===== config.mk =====
export PLATFORM = sky130hd
export DESIGN_NAME = infix_to_postfix_converter
export DESIGN_NICKNAME = d
export VERILOG_FILES = /design/src/hw/rtl/itp_pkg.sv /design/src/hw/rtl/itp_ram.sv /design/src/hw/rtl/itp_cmp.sv /design/src/hw/rtl/itp_seq.sv /design/src/hw/rtl/infix_to_postfix_converter.sv
export SDC_FILE = /design/constraint.sdc
export NUM_CORES = 1
export LEC_CHECK = 0
export ABC_AREA = 1
export BUFFER_PORTS_ARGS = -buffer_cell sky130_fd_sc_hd__buf_2
export CAP_MARGIN = 20
export CELL_PAD_IN_SITES_DETAIL_PLACEMENT = 0
export CELL_PAD_IN_SITES_GLOBAL_PLACEMENT = 1
export CORE_ASPECT_RATIO = 0.9
export CORE_UTILIZATION = 40
export DETAILED_ROUTE_END_ITERATION = 8
export PLACE_DENSITY_LB_ADDON = 0.1
export RECOVER_POWER = 100
export SKIP_CTS_REPAIR_TIMING = 1
export SLEW_MARGIN = 25
export SYNTH_ARGS = -nofsm -noshare
export SYNTH_HDL_FRONTEND = slang
export SYNTH_SLANG_ARGS = --single-unit
export TNS_END_PERCENT = 50

===== constraint.sdc =====
create_clock -name clock -period 3.2 [get_ports clock]
set_input_delay 0.48 -clock clock [delete_from_list [all_inputs] [get_ports clock]]
set_output_delay 0.48 -clock clock [all_outputs]
set_load 0.05 [all_outputs]

===== src/hw/rtl/itp_pkg.sv =====
// itp_pkg: shared constants, types and character helpers for the infix to postfix converter.
// Used by itp_cmp, itp_seq and infix_to_postfix_converter; depends on nothing.
`default_nettype none

package itp_pkg;

   localparam int STACK_DEPTH_DEF = 16;
   localparam int CODE_W          = 3;
   localparam int RES_CNT_W       = 6;
   localparam logic [RES_CNT_W-1:0] RES_MAX = 6'd35;

   // operator codes held on the stack
   localparam logic [CODE_W-1:0] CODE_ADD    = 3'd0;
   localparam logic [CODE_W-1:0] CODE_SUB    = 3'd1;
   localparam logic [CODE_W-1:0] CODE_MUL    = 3'd2;
   localparam logic [CODE_W-1:0] CODE_DIV    = 3'd3;
   localparam logic [CODE_W-1:0] CODE_POW    = 3'd4;
   localparam logic [CODE_W-1:0] CODE_LPAREN = 3'd5;

   // pop test modes of the compare unit
   localparam logic [1:0] MODE_OP    = 2'd0;
   localparam logic [1:0] MODE_RPAR  = 2'd1;
   localparam logic [1:0] MODE_FLUSH = 2'd2;

   // ASCII characters
   localparam logic [7:0] CHR_PLUS  = 8'h2B;
   localparam logic [7:0] CHR_MINUS = 8'h2D;
   localparam logic [7:0] CHR_STAR  = 8'h2A;
   localparam logic [7:0] CHR_SLASH = 8'h2F;
   localparam logic [7:0] CHR_CARET = 8'h5E;
   localparam logic [7:0] CHR_LPAR  = 8'h28;
   localparam logic [7:0] CHR_RPAR  = 8'h29;
   localparam logic [7:0] CHR_DOT   = 8'h2E;
   localparam logic [7:0] CHR_SPACE = 8'h20;
   localparam logic [7:0] CHR_TAB   = 8'h09;
   localparam logic [7:0] CHR_NUL   = 8'h00;

   typedef struct packed {
      logic [7:0] out_char;
      logic       end_marker;
      logic       overflow_seen;
      logic       invalid_seen;
   } itp_res_type;

   // sequencer to output stage
   typedef struct packed {
      logic        gen_valid;
      logic        done;
      itp_res_type res;
   } itp_gen_type;

   function automatic logic is_operand(input logic [7:0] c);
      return (c >= 8'h30 && c <= 8'h39) || (c >= 8'h41 && c <= 8'h5A) ||
             (c >= 8'h61 && c <= 8'h7A) || c == CHR_DOT;
   endfunction

   function automatic logic is_operator(input logic [7:0] c);
      return c == CHR_PLUS || c == CHR_MINUS || c == CHR_STAR ||
             c == CHR_SLASH || c == CHR_CARET;
   endfunction

   function automatic logic [CODE_W-1:0] op_code(input logic [7:0] c);
      logic [CODE_W-1:0] code;
      case (c)
         CHR_PLUS:  code = CODE_ADD;
         CHR_MINUS: code = CODE_SUB;
         CHR_STAR:  code = CODE_MUL;
         CHR_SLASH: code = CODE_DIV;
         default:   code = CODE_POW;
      endcase
      return code;
   endfunction

   function automatic logic [7:0] code_char(input logic [CODE_W-1:0] code);
      logic [7:0] c;
      case (code)
         CODE_ADD: c = CHR_PLUS;
         CODE_SUB: c = CHR_MINUS;
         CODE_MUL: c = CHR_STAR;
         CODE_DIV: c = CHR_SLASH;
         CODE_POW: c = CHR_CARET;
         default:  c = CHR_LPAR;
      endcase
      return c;
   endfunction

   function automatic logic [1:0] code_prec(input logic [CODE_W-1:0] code);
      logic [1:0] p;
      case (code)
         CODE_ADD, CODE_SUB: p = 2'd1;
         CODE_MUL, CODE_DIV: p = 2'd2;
         CODE_POW:           p = 2'd3;
         default:            p = 2'd0;
      endcase
      return p;
   endfunction

endpackage

`default_nettype wire


===== src/hw/rtl/itp_ram.sv =====
// itp_ram: generic single-port-write, single-port-read RAM with registered read data.
// Stand-alone; used by itp_seq for the operator stack.
`default_nettype none

module itp_ram #(
   parameter int WIDTH = 8,
   parameter int DEPTH = 16
) (
   input  wire logic                     clock,
   input  wire logic                     wr_en,
   input  wire logic [$clog2(DEPTH)-1:0] wr_addr,
   input  wire logic [WIDTH-1:0]         wr_data,
   input  wire logic [$clog2(DEPTH)-1:0] rd_addr,
   output      logic [WIDTH-1:0]         rd_data
);

   logic [WIDTH-1:0] mem [DEPTH];

   always_ff @(posedge clock) begin
      if (wr_en) begin
         mem[wr_addr] <= wr_data;
      end
      rd_data <= mem[rd_addr];
   end

endmodule

`default_nettype wire


===== src/hw/rtl/itp_cmp.sv =====
// itp_cmp: shared pop-test unit, compares the pending operator with the stack top.
// Depends on itp_pkg.
`default_nettype none

module itp_cmp (
   input  wire logic [1:0]                  mode,
   input  wire logic [itp_pkg::CODE_W-1:0]  in_code,
   input  wire logic [itp_pkg::CODE_W-1:0]  top_code,
   input  wire logic                        nonempty,
   output      logic                        pop
);

   always_comb begin
      unique case (mode)
         itp_pkg::MODE_OP: begin
            pop = nonempty &&
                  (itp_pkg::code_prec(in_code) <= itp_pkg::code_prec(top_code));
         end
         itp_pkg::MODE_RPAR: begin
            pop = nonempty && (top_code != itp_pkg::CODE_LPAREN);
         end
         default: begin
            pop = nonempty;
         end
      endcase
   end

endmodule

`default_nettype wire


===== src/hw/rtl/itp_seq.sv =====
// itp_seq: per-character sequencer with operator stack, token flags and result counter.
// Depends on itp_pkg, itp_ram and itp_cmp.
`default_nettype none

module itp_seq #(
   parameter int STACK_DEPTH = itp_pkg::STACK_DEPTH_DEF
) (
   input  wire logic               clock,
   input  wire logic               reset,
   input  wire logic               accept,
   input  wire logic [7:0]         req_char,
   input  wire logic               req_last,
   input  wire logic               emit_ok,
   output      logic               idle,
   output      itp_pkg::itp_gen_type gen
);

   localparam int CNT_W  = $clog2(STACK_DEPTH + 1);
   localparam int ADDR_W = $clog2(STACK_DEPTH);

   localparam logic [3:0] S_IDLE   = 4'd0;
   localparam logic [3:0] S_DECODE = 4'd1;
   localparam logic [3:0] S_OPND   = 4'd2;
   localparam logic [3:0] S_TEST   = 4'd3;
   localparam logic [3:0] S_CHAR   = 4'd4;
   localparam logic [3:0] S_WAIT   = 4'd5;
   localparam logic [3:0] S_AFTER  = 4'd6;
   localparam logic [3:0] S_ENDM   = 4'd7;
   localparam logic [3:0] S_DONE   = 4'd8;

   logic [3:0]                    state_ff, state_in;
   logic [7:0]                    char_ff, char_in;
   logic                          last_ff, last_in;
   logic [1:0]                    mode_ff, mode_in;
   logic [itp_pkg::CODE_W-1:0]    code_ff, code_in;
   logic [CNT_W-1:0]              count_ff, count_in;
   logic                          in_operand_ff, in_operand_in;
   logic                          token_ff, token_in;
   logic                          ovf_ff, ovf_in;
   logic                          inv_ff, inv_in;
   logic [itp_pkg::RES_CNT_W-1:0] res_cnt_ff, res_cnt_in;

   logic                          want;
   logic                          under;
   itp_pkg::itp_res_type          gres;
   logic                          wr_en;
   logic [itp_pkg::CODE_W-1:0]    wr_data;
   logic [itp_pkg::CODE_W-1:0]    top_code;
   logic [CNT_W-1:0]              top_ptr;
   logic                          nonempty;
   logic                          room;
   logic                          pop;

   assign top_ptr  = count_ff - CNT_W'(1);
   assign nonempty = (count_ff != '0);
   assign room     = (count_ff < CNT_W'(STACK_DEPTH));
   assign under    = (res_cnt_ff < itp_pkg::RES_MAX);
   assign idle     = (state_ff == S_IDLE);

   itp_ram #(
      .WIDTH (itp_pkg::CODE_W),
      .DEPTH (STACK_DEPTH)
   ) u_stack (
      .clock   (clock),
      .wr_en   (wr_en),
      .wr_addr (count_ff[ADDR_W-1:0]),
      .wr_data (wr_data),
      .rd_addr (top_ptr[ADDR_W-1:0]),
      .rd_data (top_code)
   );

   itp_cmp u_cmp (
      .mode     (mode_ff),
      .in_code  (code_ff),
      .top_code (top_code),
      .nonempty (nonempty),
      .pop      (pop)
   );

   always_comb begin
      state_in      = state_ff;
      char_in       = char_ff;
      last_in       = last_ff;
      mode_in       = mode_ff;
      code_in       = code_ff;
      count_in      = count_ff;
      in_operand_in = in_operand_ff;
      token_in      = token_ff;
      ovf_in        = ovf_ff;
      inv_in        = inv_ff;
      res_cnt_in    = res_cnt_ff;
      want          = 1'b0;
      gres          = '{out_char: itp_pkg::CHR_NUL, end_marker: 1'b0,
                        overflow_seen: 1'b0, invalid_seen: 1'b0};
      wr_en         = 1'b0;
      wr_data       = itp_pkg::CODE_LPAREN;
      gen.done      = 1'b0;

      unique case (state_ff)
         S_IDLE: begin
            if (accept) begin
               char_in    = req_char;
               last_in    = req_last;
               res_cnt_in = '0;
               state_in   = S_DECODE;
            end
         end
         S_DECODE: begin
            if (itp_pkg::is_operand(char_ff)) begin
               if (token_ff && !in_operand_ff) begin
                  want          = 1'b1;
                  gres.out_char = itp_pkg::CHR_SPACE;
                  if (emit_ok) begin
                     state_in = S_OPND;
                  end
               end else begin
                  state_in = S_OPND;
               end
            end else begin
               in_operand_in = 1'b0;
               if (char_ff == itp_pkg::CHR_SPACE || char_ff == itp_pkg::CHR_TAB) begin
                  state_in = S_AFTER;
               end else if (itp_pkg::is_operator(char_ff)) begin
                  code_in  = itp_pkg::op_code(char_ff);
                  mode_in  = itp_pkg::MODE_OP;
                  state_in = S_TEST;
               end else if (char_ff == itp_pkg::CHR_LPAR) begin
                  if (room) begin
                     wr_en    = 1'b1;
                     wr_data  = itp_pkg::CODE_LPAREN;
                     count_in = count_ff + CNT_W'(1);
                  end else begin
                     ovf_in = 1'b1;
                  end
                  state_in = S_AFTER;
               end else if (char_ff == itp_pkg::CHR_RPAR) begin
                  mode_in  = itp_pkg::MODE_RPAR;
                  state_in = S_TEST;
               end else begin
                  inv_in   = 1'b1;
                  state_in = S_AFTER;
               end
            end
         end
         S_OPND: begin
            want          = 1'b1;
            gres.out_char = char_ff;
            if (emit_ok) begin
               token_in      = 1'b1;
               in_operand_in = 1'b1;
               state_in      = S_AFTER;
            end
         end
         S_TEST: begin
            if (pop) begin
               if (token_ff) begin
                  want          = 1'b1;
                  gres.out_char = itp_pkg::CHR_SPACE;
                  if (emit_ok) begin
                     state_in = S_CHAR;
                  end
               end else begin
                  state_in = S_CHAR;
               end
            end else begin
               unique case (mode_ff)
                  itp_pkg::MODE_OP: begin
                     if (room) begin
                        wr_en    = 1'b1;
                        wr_data  = code_ff;
                        count_in = count_ff + CNT_W'(1);
                     end else begin
                        ovf_in = 1'b1;
                     end
                     state_in = S_AFTER;
                  end
                  itp_pkg::MODE_RPAR: begin
                     // discard the matching '(' if there is one
                     if (nonempty) begin
                        count_in = top_ptr;
                     end
                     state_in = S_AFTER;
                  end
                  default: begin
                     state_in = S_ENDM;
                  end
               endcase
            end
         end
         S_CHAR: begin
            want          = 1'b1;
            gres.out_char = itp_pkg::code_char(top_code);
            if (emit_ok) begin
               count_in = top_ptr;
               token_in = 1'b1;
               state_in = S_WAIT;
            end
         end
         S_WAIT: begin
            // let the stack read catch up with the new top
            state_in = S_TEST;
         end
         S_AFTER: begin
            if (last_ff) begin
               mode_in  = itp_pkg::MODE_FLUSH;
               state_in = S_TEST;
            end else begin
               state_in = S_DONE;
            end
         end
         S_ENDM: begin
            want               = 1'b1;
            gres.out_char      = itp_pkg::CHR_NUL;
            gres.end_marker    = 1'b1;
            gres.overflow_seen = ovf_ff;
            gres.invalid_seen  = inv_ff;
            if (emit_ok) begin
               count_in      = '0;
               in_operand_in = 1'b0;
               token_in      = 1'b0;
               ovf_in        = 1'b0;
               inv_in        = 1'b0;
               state_in      = S_DONE;
            end
         end
         S_DONE: begin
            gen.done = 1'b1;
            if (emit_ok) begin
               state_in = S_IDLE;
            end
         end
         default: begin
            state_in = S_IDLE;
         end
      endcase

      // results past the per-character bound are dropped
      if (want && under && emit_ok) begin
         res_cnt_in = res_cnt_ff + itp_pkg::RES_CNT_W'(1);
      end
      gen.gen_valid = want && under;
      gen.res       = gres;
   end

   always_ff @(posedge clock) begin
      if (reset) begin
         state_ff      <= S_IDLE;
         count_ff      <= '0;
         in_operand_ff <= 1'b0;
         token_ff      <= 1'b0;
         ovf_ff        <= 1'b0;
         inv_ff        <= 1'b0;
         res_cnt_ff    <= '0;
      end else begin
         state_ff      <= state_in;
         count_ff      <= count_in;
         in_operand_ff <= in_operand_in;
         token_ff      <= token_in;
         ovf_ff        <= ovf_in;
         inv_ff        <= inv_in;
         res_cnt_ff    <= res_cnt_in;
      end
   end

   always_ff @(posedge clock) begin
      char_ff <= char_in;
      last_ff <= last_in;
      mode_ff <= mode_in;
      code_ff <= code_in;
   end

endmodule

`default_nettype wire


===== src/hw/rtl/infix_to_postfix_converter.sv =====
// infix_to_postfix_converter: top level, request channel, result hold stage and output register.
// Depends on itp_pkg and itp_seq (which uses itp_cmp and itp_ram).
//
// Usage:
//   Request channel (req_): one infix ASCII character per transaction in req_tdata;
//   req_tlast marks the final character of an expression. Result channel (rsp_):
//   postfix characters and single separating spaces in rsp_tdata; rsp_tuser flags
//   the end marker (with the overflow and invalid-character summary). rsp_tlast is
//   set on the last result caused by one request transaction.
//   One character is handled at a time: req_tready is high only while the
//   sequencer is idle. An operator or ')' runs a pop loop around the stack RAM's
//   registered read (test, emit, wait) once for each stack entry popped; an
//   end-of-expression flush runs the same loop for every entry left, then
//   emits the end marker.
//   Results are held one deep so the final one can carry rsp_tlast; a result
//   therefore leaves one result later, or when the character's work completes.
//   A stall holds rsp_tdata, then the sequencer once the hold stage is full; nothing is lost.
//   Reset clears the stack, token state and flags; no clearing pass is needed.
`default_nettype none

module infix_to_postfix_converter #(
   parameter int STACK_DEPTH = itp_pkg::STACK_DEPTH_DEF
) (
   input  wire logic       clock,
   input  wire logic       reset,
   input  wire logic       req_tvalid,
   output      logic       req_tready,
   input  wire logic [7:0] req_tdata,   // [7:0] in_char
   input  wire logic       req_tlast,   // expr_end
   output      logic       rsp_tvalid,
   input  wire logic       rsp_tready,
   output      logic [7:0] rsp_tdata,   // [7:0] out_char
   output      logic [2:0] rsp_tuser,   // [0] end_marker, [1] overflow_seen, [2] invalid_seen
   output      logic       rsp_tlast    // run_last
);

   itp_pkg::itp_gen_type gen;
   logic                 seq_idle;
   logic                 accept;
   logic                 out_free;
   logic                 emit_ok;
   logic                 fire_gen;
   logic                 fire_done;

   // hold stage: one result waiting until we know whether it is the last
   logic                 pend_valid_ff, pend_valid_in;
   itp_pkg::itp_res_type pend_res_ff, pend_res_in;

   // output register
   logic                 rsp_valid_ff, rsp_valid_in;
   itp_pkg::itp_res_type rsp_res_ff, rsp_res_in;
   logic                 rsp_last_ff, rsp_last_in;

   assign req_tready = seq_idle;
   assign accept     = req_tvalid && req_tready;

   // advance the sequencer only when a produced result has somewhere to go
   assign out_free  = !rsp_valid_ff || rsp_tready;
   assign emit_ok   = !pend_valid_ff || out_free;
   assign fire_gen  = gen.gen_valid && emit_ok;
   assign fire_done = gen.done && emit_ok;

   itp_seq #(
      .STACK_DEPTH (STACK_DEPTH)
   ) u_seq (
      .clock    (clock),
      .reset    (reset),
      .accept   (accept),
      .req_char (req_tdata),
      .req_last (req_tlast),
      .emit_ok  (emit_ok),
      .idle     (seq_idle),
      .gen      (gen)
   );

   always_comb begin
      pend_valid_in = pend_valid_ff;
      pend_res_in   = pend_res_ff;
      rsp_res_in    = rsp_res_ff;
      rsp_last_in   = rsp_last_ff;
      rsp_valid_in  = rsp_valid_ff && !rsp_tready;

      if (fire_gen) begin
         // a newer result exists, so the held one is not the last
         if (pend_valid_ff) begin
            rsp_valid_in = 1'b1;
            rsp_res_in   = pend_res_ff;
            rsp_last_in  = 1'b0;
         end
         pend_valid_in = 1'b1;
         pend_res_in   = gen.res;
      end else if (fire_done) begin
         // character finished: the held result closes the run
         if (pend_valid_ff) begin
            rsp_valid_in = 1'b1;
            rsp_res_in   = pend_res_ff;
            rsp_last_in  = 1'b1;
         end
         pend_valid_in = 1'b0;
      end
   end

   always_ff @(posedge clock) begin
      if (reset) begin
         pend_valid_ff <= 1'b0;
         rsp_valid_ff  <= 1'b0;
      end else begin
         pend_valid_ff <= pend_valid_in;
         rsp_valid_ff  <= rsp_valid_in;
      end
   end

   always_ff @(posedge clock) begin
      pend_res_ff <= pend_res_in;
      rsp_res_ff  <= rsp_res_in;
      rsp_last_ff <= rsp_last_in;
   end

   assign rsp_tvalid = rsp_valid_ff;
   assign rsp_tdata  = rsp_res_ff.out_char;
   assign rsp_tuser  = {rsp_res_ff.invalid_seen, rsp_res_ff.overflow_seen,
                        rsp_res_ff.end_marker};
   assign rsp_tlast  = rsp_last_ff;

   // nothing may be left in the hold stage while a new character can be taken
   a_idle_no_pending: assert property (@(posedge clock) disable iff (reset)
      req_tready |-> !pend_valid_ff)
      else $error("result left in hold stage while idle");

   // one character at a time: the block drops ready after an accepted transaction
   a_busy_after_accept: assert property (@(posedge clock) disable iff (reset)
      accept |=> !req_tready)
      else $error("request accepted while previous character still in work");

   // the end marker always closes its run and carries a zero character
   a_end_marker_last: assert property (@(posedge clock) disable iff (reset)
      (rsp_tvalid && rsp_tuser[0]) |-> (rsp_tlast && rsp_tdata == itp_pkg::CHR_NUL))
      else $error("end marker without run end or with non-zero character");

   // summary flags appear only on the end marker
   a_flags_on_end_only: assert property (@(posedge clock) disable iff (reset)
      (rsp_tvalid && !rsp_tuser[0]) |-> (rsp_tuser[2:1] == 2'b00))
      else $error("summary flag set on an ordinary result");

endmodule

`default_nettype wire


==> impl_results.md, run 1 <==
- Status: finished clean
- Synth Net Count: 565
- Netlist Area Pre-Place: 5255 µm²
- CTS HTree Levels: 3
- Reg-to-reg endpoint: u_seq.count_ff[0]
- R2R Setup Slk: roughly 450 ps
- Clock latency on the worst-skew pair: 360 ps
- Relative slew slack: 0.5477
- Fin crit period: 2755 ps
- DRT Pass-1 Iters: 5
- Register area share after synthesis: 0.5771
- CTS max path bufs: 2
- Antenna Nets Post-Route: 0
- Pwr Total: 5.451 mW
- Pleak: 2.365 nW
- End of the worst hold path: u_seq.char_ff[1]
- Worst path slowest cell: nor2_1
- Largest net degree at the start of global routing: 30
- Synth Register Bits: about 110
- Slew at the pin closest to its max-slew limit: 676.0 ps
- CP endpoint kind: flip-flop
- Fin Setup TNS: 0 ps
- Clock Sinks: 109
- Fraction of layout cells with a size suffix above 1: 0.09828
- R2R cell count: 17
- Hold Path Class: in2reg
- Hold path startpoint: req_tdata[1]
- Io pins: 27
- Max-Cap Viols: 0
- Initial drt markers: 385
- Commonest non-fill, non-tap cell in the layout: nor2_1
- Initial Utilization: 0.4126
- Delay of the slowest cell on the worst path: approximately 530 ps
- First-pass GRT wire length: 20090 µm
- VDD IR max: around 0.00043 V
- Antenna violations before repair: 0
- Most frequent cells in the layout: 98 x nor2_1, 86 x nand2_1, 85 x edfxtp_1
- # DRC: 0
- Avg Cell Area, Syn: around 9.7 µm²
- Dpl ws: about 490 ps
- Final net count: 596
- Post-synth cell types: 42
- Die X: 122.8 µm
- Cells after Synth: 544
- Buffers on Ports: 26
- Reg-to-reg startpoint: u_seq.u_stack.rd_data[1]
- Clock Skews: 9.063 ps
- Gr ovfl total: 0
- Hold Crit Depth: 1
- Worst-path fanout max: 8
- Fin worst setup slack: 445.4 ps
- Wire length per cell: around 17 µm
- Power density over cell area: 936.4 nW/µm²
- Clock root buffer master: clkbuf_16
- CTS tree: yes
- Crit share post-route: 0.8608
- Setup crit start kind: flip-flop
- Site row count: 39
- Area Growth Syn to Fin: 10.79%
- Diodes inserted: 0
- CORE AREA: 12740 µm²
- Final HPWL DP: roughly 9100 µm
- Final wirelength: 12350 µm
- Die Height: 110.7 µm
- Placer Congestion: about 0.84
- RSZ-0062 raised after global routing: no
- Vias in the first global route: 3721
- Bufs and invs on worst path: 3
- Via count: 3854
- Crit Path Class: reg2reg
- Fmax: approximately 360 MHz
- Global Route Usage Sum: 0.1979
- Top delay family on crit path: simple AND/OR/NAND/NOR gates
- Fillers: 1225
- Final Setup Violations: 0
- Layout Cells excl Fill: 744
- Vias/cell: 5.180
- Hold Fails Final Rpt: 0
- Worst EP required: ~3500 ps
- Die area: roughly 14000 µm²
- CTS Buf Count: 9
- Worst EP arrival: 3010 ps
- Crit path cell chain: nor2_1, nand2_1, inv_1, a21oi_1, ha_1, nand2_1, inv_1, nor2_1, nand2_1, nand2_1, nand2_1, nand3_1, nand3_2, nor2_1, clkinv_1, nor2_1, nor2_1
- Post-Place Cells: about 730
- Synthesis Warnings: 0
- Max Slew Vio Count: 0
- Reg clk slew, reported paths: 70 ps
- Post-Route Utilization: 0.4571
## cell families after synthesis
kind of cell	count (synthesis)	synth area share
AND/OR/NAND/NOR	247	0.2188
flip-flops	109	0.5771
AO/OA/AOI/OAI	99	0.1169
buffers and inverters	72	0.05309
XOR/XNOR	9	0.01500
adder cells (fa/ha/maj)	8	0.01905
## per-layer routing
| layer | vias up | share of wire | track usage |
|---|---|---|---|
| met3 | 9 | 0.063 | 0.05710 |
| li1 | 1927 | - | - |
| met5 | - | 0 | 0 |
| met4 | 0 | 0.0089 | 0.04472 |
| met1 | 1817 | 0.52 | 0.3049 |
| met2 | 101 | 0.41 | 0.2712 |
## how the worst max path moves through the flow
stage / endpoint / start / depth (start not counted) / slack, ps
after floorplan: rsp_tdata[0] / u_seq.count_ff[0] / 11 / 460
after global placement: rsp_tdata[2] / u_seq.u_stack.rd_data[1] / 17 / 610
after detailed placement: u_seq.u_stack.mem[15][1] / u_seq.u_stack.rd_data[1] / 15 / 490
after CTS: u_seq.u_stack.mem[13][1] / u_seq.u_stack.rd_data[1] / 16 / 480
after global routing: u_seq.count_ff[0] / u_seq.u_stack.rd_data[1] / 17 / 110
final: u_seq.count_ff[0] / u_seq.u_stack.rd_data[1] / 17 / 450
## area by class of cell
| class | instances | area, µm² | share of cell area |
|---|---|---|---|
| repair buffers | 31 | 147.6 | 0.02536 |
| clock inverters | 4 | 31.28 | 0.005373 |
| flip-flops and latches | 109 | 3033 | 0.5210 |
| inverters | 61 | 234.0 | 0.04019 |
| well taps | 164 | 205.2 | 0.03525 |
| multi-input cells | 363 | 1892 | 0.3250 |
| clock buffers | 12 | 279.0 | 0.04793 |
## report_power, final
group | total, mW | switching, mW | internal (mW) | leakage [nW]
Sequential | 2.00 | 0.180 | 1.82 | 1.08
Clock | 1.14 | 0.507 | 0.630 | 0.154
Combinational | 2.32 | 1.64 | 0.676 | 1.14
Total | 5.45 | 2.33 | 3.12 | 2.37
## metrics by stage
step	area (µm²)	hold WS [ps]
2_1_floorplan	5255	400.3
3_3_place_gp	5583	408.3
3_5_place_dp	5583	408.1
4_1_cts	5893	280.2
5_1_grt	5822	278.7
6_report	5822	295.7
## state kept, by name (all words and copies together), names as in the netlist, 4 cells and up
signal,count
u_seq.res_cnt_ff,6
u_seq.count_ff,5
pend_res_ff,11
u_seq.u_stack.mem,48
u_seq.char_ff,8
u_seq.state_ff,4
rsp_tdata,8
## synth_stat cells, drive strengths merged
master	number	area (µm²)
o41ai	1	27.53
dfxtp	24	480.5
a22oi	1	7.510
o31ai	1	12.51
nand3	35	215.2
o211ai	3	22.52
o21bai	1	7.510
nor3b	1	7.510
buf	4	18.76
nor3	9	61.31
ha	8	100.1
o2111ai	2	17.52
o32ai	1	8.760
xor2	7	61.31
clkinv	1	3.750
or2	1	6.260
xnor2	2	17.52
a21oi	22	121.4
inv	60	230.2
o21ai	53	276.5
o221ai	10	87.58
nor2	102	439.2
nand4	8	56.30
nand2	91	364.1
clkbuf	7	26.28
o22ai	4	25.02
edfxtp	85	2552
No activity file was read; power rests on OpenSTA's default activity.
==> run 2: changes to the inputs <==
CORE_ASPECT_RATIO = 1.4   (was 0.9)
GPL_ROUTABILITY_DRIVEN = 0   (was not set)
==> impl_results.md, run 2 (synthesized netlist as in run 1, its figures left out) <==
- Most frequent cells in the layout: 99 x nor2_1, 87 x nand2_1, 85 x edfxtp_1
- First-pass GRT wire length: 19000 µm
- Reg-to-reg endpoint: u_seq.u_stack.mem[0][1]
- Worst-path fanout max: 16
- Delay of the slowest cell on the worst path: 560 ps
- Max Slew Vio Count: 0
- Area Growth Syn to Fin: 10.05%
- Io pins: 27
- Clock Skews: between 7 and 8 ps
- CTS max path bufs: 2
- End of the worst hold path: u_seq.char_ff[6]
- CTS HTree Levels: 3
- Most Frequent Cell on Critical Path: nand2_1
- Global Route Usage Sum: 0.1891
- Relative slew slack: 0.5218
- R2R cell count: 14
- Post-Route Utilization: 0.4513
- Commonest non-fill, non-tap cell in the layout: nor2_1
- Crit path cell chain: nor2_1, o21ai_0, nand2_1, ha_1, nand2_1, inv_1, nor2_1, nand2_1, nand2_1, nand2_1, nand2_1, nand3_1, nor2_1, clkbuf_1
- Pwr Total: 5.358 mW
- Biggest regs: u_seq.u_stack.mem: 48 flops, pend_res_ff: 11 flops
- Final HPWL DP: 9289 µm
- Max-Cap Viols: 0
- Top delay family on crit path: simple AND/OR/NAND/NOR gates
- Diodes inserted: 0
- Worst path slowest cell: clkbuf_1
- Cell Int Power: 3.036 mW
- RSZ-0062 raised after global routing: no
- Fmax: 369.9 MHz
- Antenna violations before repair: 0
- Die X: 98.87 µm
- Die area: 13610 µm²
- Antenna Nets Post-Route: 0
- Finished Cell Area: 5783 µm²
- Initial Utilization: 0.4101
- Max FFs per register: between 40 and 50
- Fraction of layout cells with a size suffix above 1: 0.09655
- CP endpoint kind: flip-flop
- Crit share post-route: 0.8448
- Hold Path Class: in2reg
- Final Setup Violations: 0
- Die Height: 137.6 µm
- Initial drt markers: 104
- CORE AREA: 12810 µm²
- Biggest register: u_seq.u_stack.mem
- Clock Sinks: ~110
- Power density over cell area: 926.5 nW/µm²
- Placement-stage cell area: 5569 µm²
- Status: finished clean
- Reg clk slew, reported paths: 80 ps
- Buffers on Ports: 26
- Gate power share: 0.425
- Switching power: 2.322 mW
- Via count: 3830
- Bufs and invs on worst path: 2
- Pleak: approximately 2.3 nW
- Crit Path Class: reg2reg
- DRT Pass-1 Iters: 4
- CTS Buf Count: 9
- Fin Setup TNS: 0 ps
- Reg-to-reg startpoint: u_seq.u_stack.rd_data[1]
- Setup crit start kind: flip-flop
- Share of power burned in registers: 0.370
- Sw Ratio: 0.4333
- Vias/cell: 5.225
- Gr ovfl total: 0
- Wire length per cell: 16.54 µm
- Clock latency on the worst-skew pair: 360 ps
- Vias in the first global route: 3774
- VDD IR max: 0.0005530 V
- Clock power frac: 0.205
- Hold Crit Depth: 1
- Fin crit period: 2703 ps
- Site row count: between 40 and 50
- Hold path startpoint: req_tdata[6]
- CTS tree: yes
- Final wirelength: 12130 µm
- Worst EP required: roughly 3300 ps
- Clock root buffer master: clkbuf_16
- Largest net degree at the start of global routing: 30
- Final net count: a little under 600
- Worst EP arrival: 2760 ps
- Hold Fails Final Rpt: 0
- R2R Setup Slk: 500 ps
- # DRC: 0
- Slew at the pin closest to its max-slew limit: 717.3 ps
run 2: power groups by stage:
stage | logic [mW] | registers, mW | clock network (mW)
2_1_floorplan | 1.66 | 2.04 | 0
4_1_cts | 2.36 | 1.99 | 1.11
3_5_place_dp | 2.35 | 2.03 | 0
6_report | 2.28 | 1.98 | 1.10
3_3_place_gp | 2.35 | 2.02 | 0
5_1_grt | 2.54 | 2.01 | 1.16
run 2: final cells by class:
class,count,area [µm²]
repair buffers,31,146.4
fillers,1247,7030
inverters,61,234.0
flip-flops and latches,109,3033
multi-input cells,363,1886
well taps,153,191.4
clock buffers,9,225.2
clock inverters,7,67.56
run 2: stage by stage:
step           std cells  setup slack (ps)  hold slack, ps
3_5_place_dp         717             551.7           404.5
6_report             733             496.7           294.7
5_1_grt              733             227.7           287.2
3_3_place_gp         717             617.3           402.6
4_1_cts              733             528.6           288.7
2_1_floorplan        544             460.0           400.3
run 2: per-layer routing:
layer,share of wire,global-route usage,vias up
met4,0.025,0.09038,0
li1,-,-,1929
met1,0.41,0.1977,1832
met5,0,0,-
met2,0.55,0.3745,50
met3,0.019,0.01877,19
run 2: how the worst max path moves through the flow:
stage                     depth (start not counted)                       to                      from  slack (ps)
final                                            14  u_seq.u_stack.mem[0][1]  u_seq.u_stack.rd_data[1]         500
after floorplan                                  11             rsp_tdata[0]         u_seq.count_ff[0]         460
after global placement                           15  u_seq.u_stack.mem[2][0]  u_seq.u_stack.rd_data[1]         620
after detailed placement                         15  u_seq.u_stack.mem[2][2]  u_seq.u_stack.rd_data[1]         550
after global routing                             14  u_seq.u_stack.mem[0][1]  u_seq.u_stack.rd_data[1]         230
after CTS                                        15  u_seq.u_stack.mem[2][1]  u_seq.u_stack.rd_data[1]         530
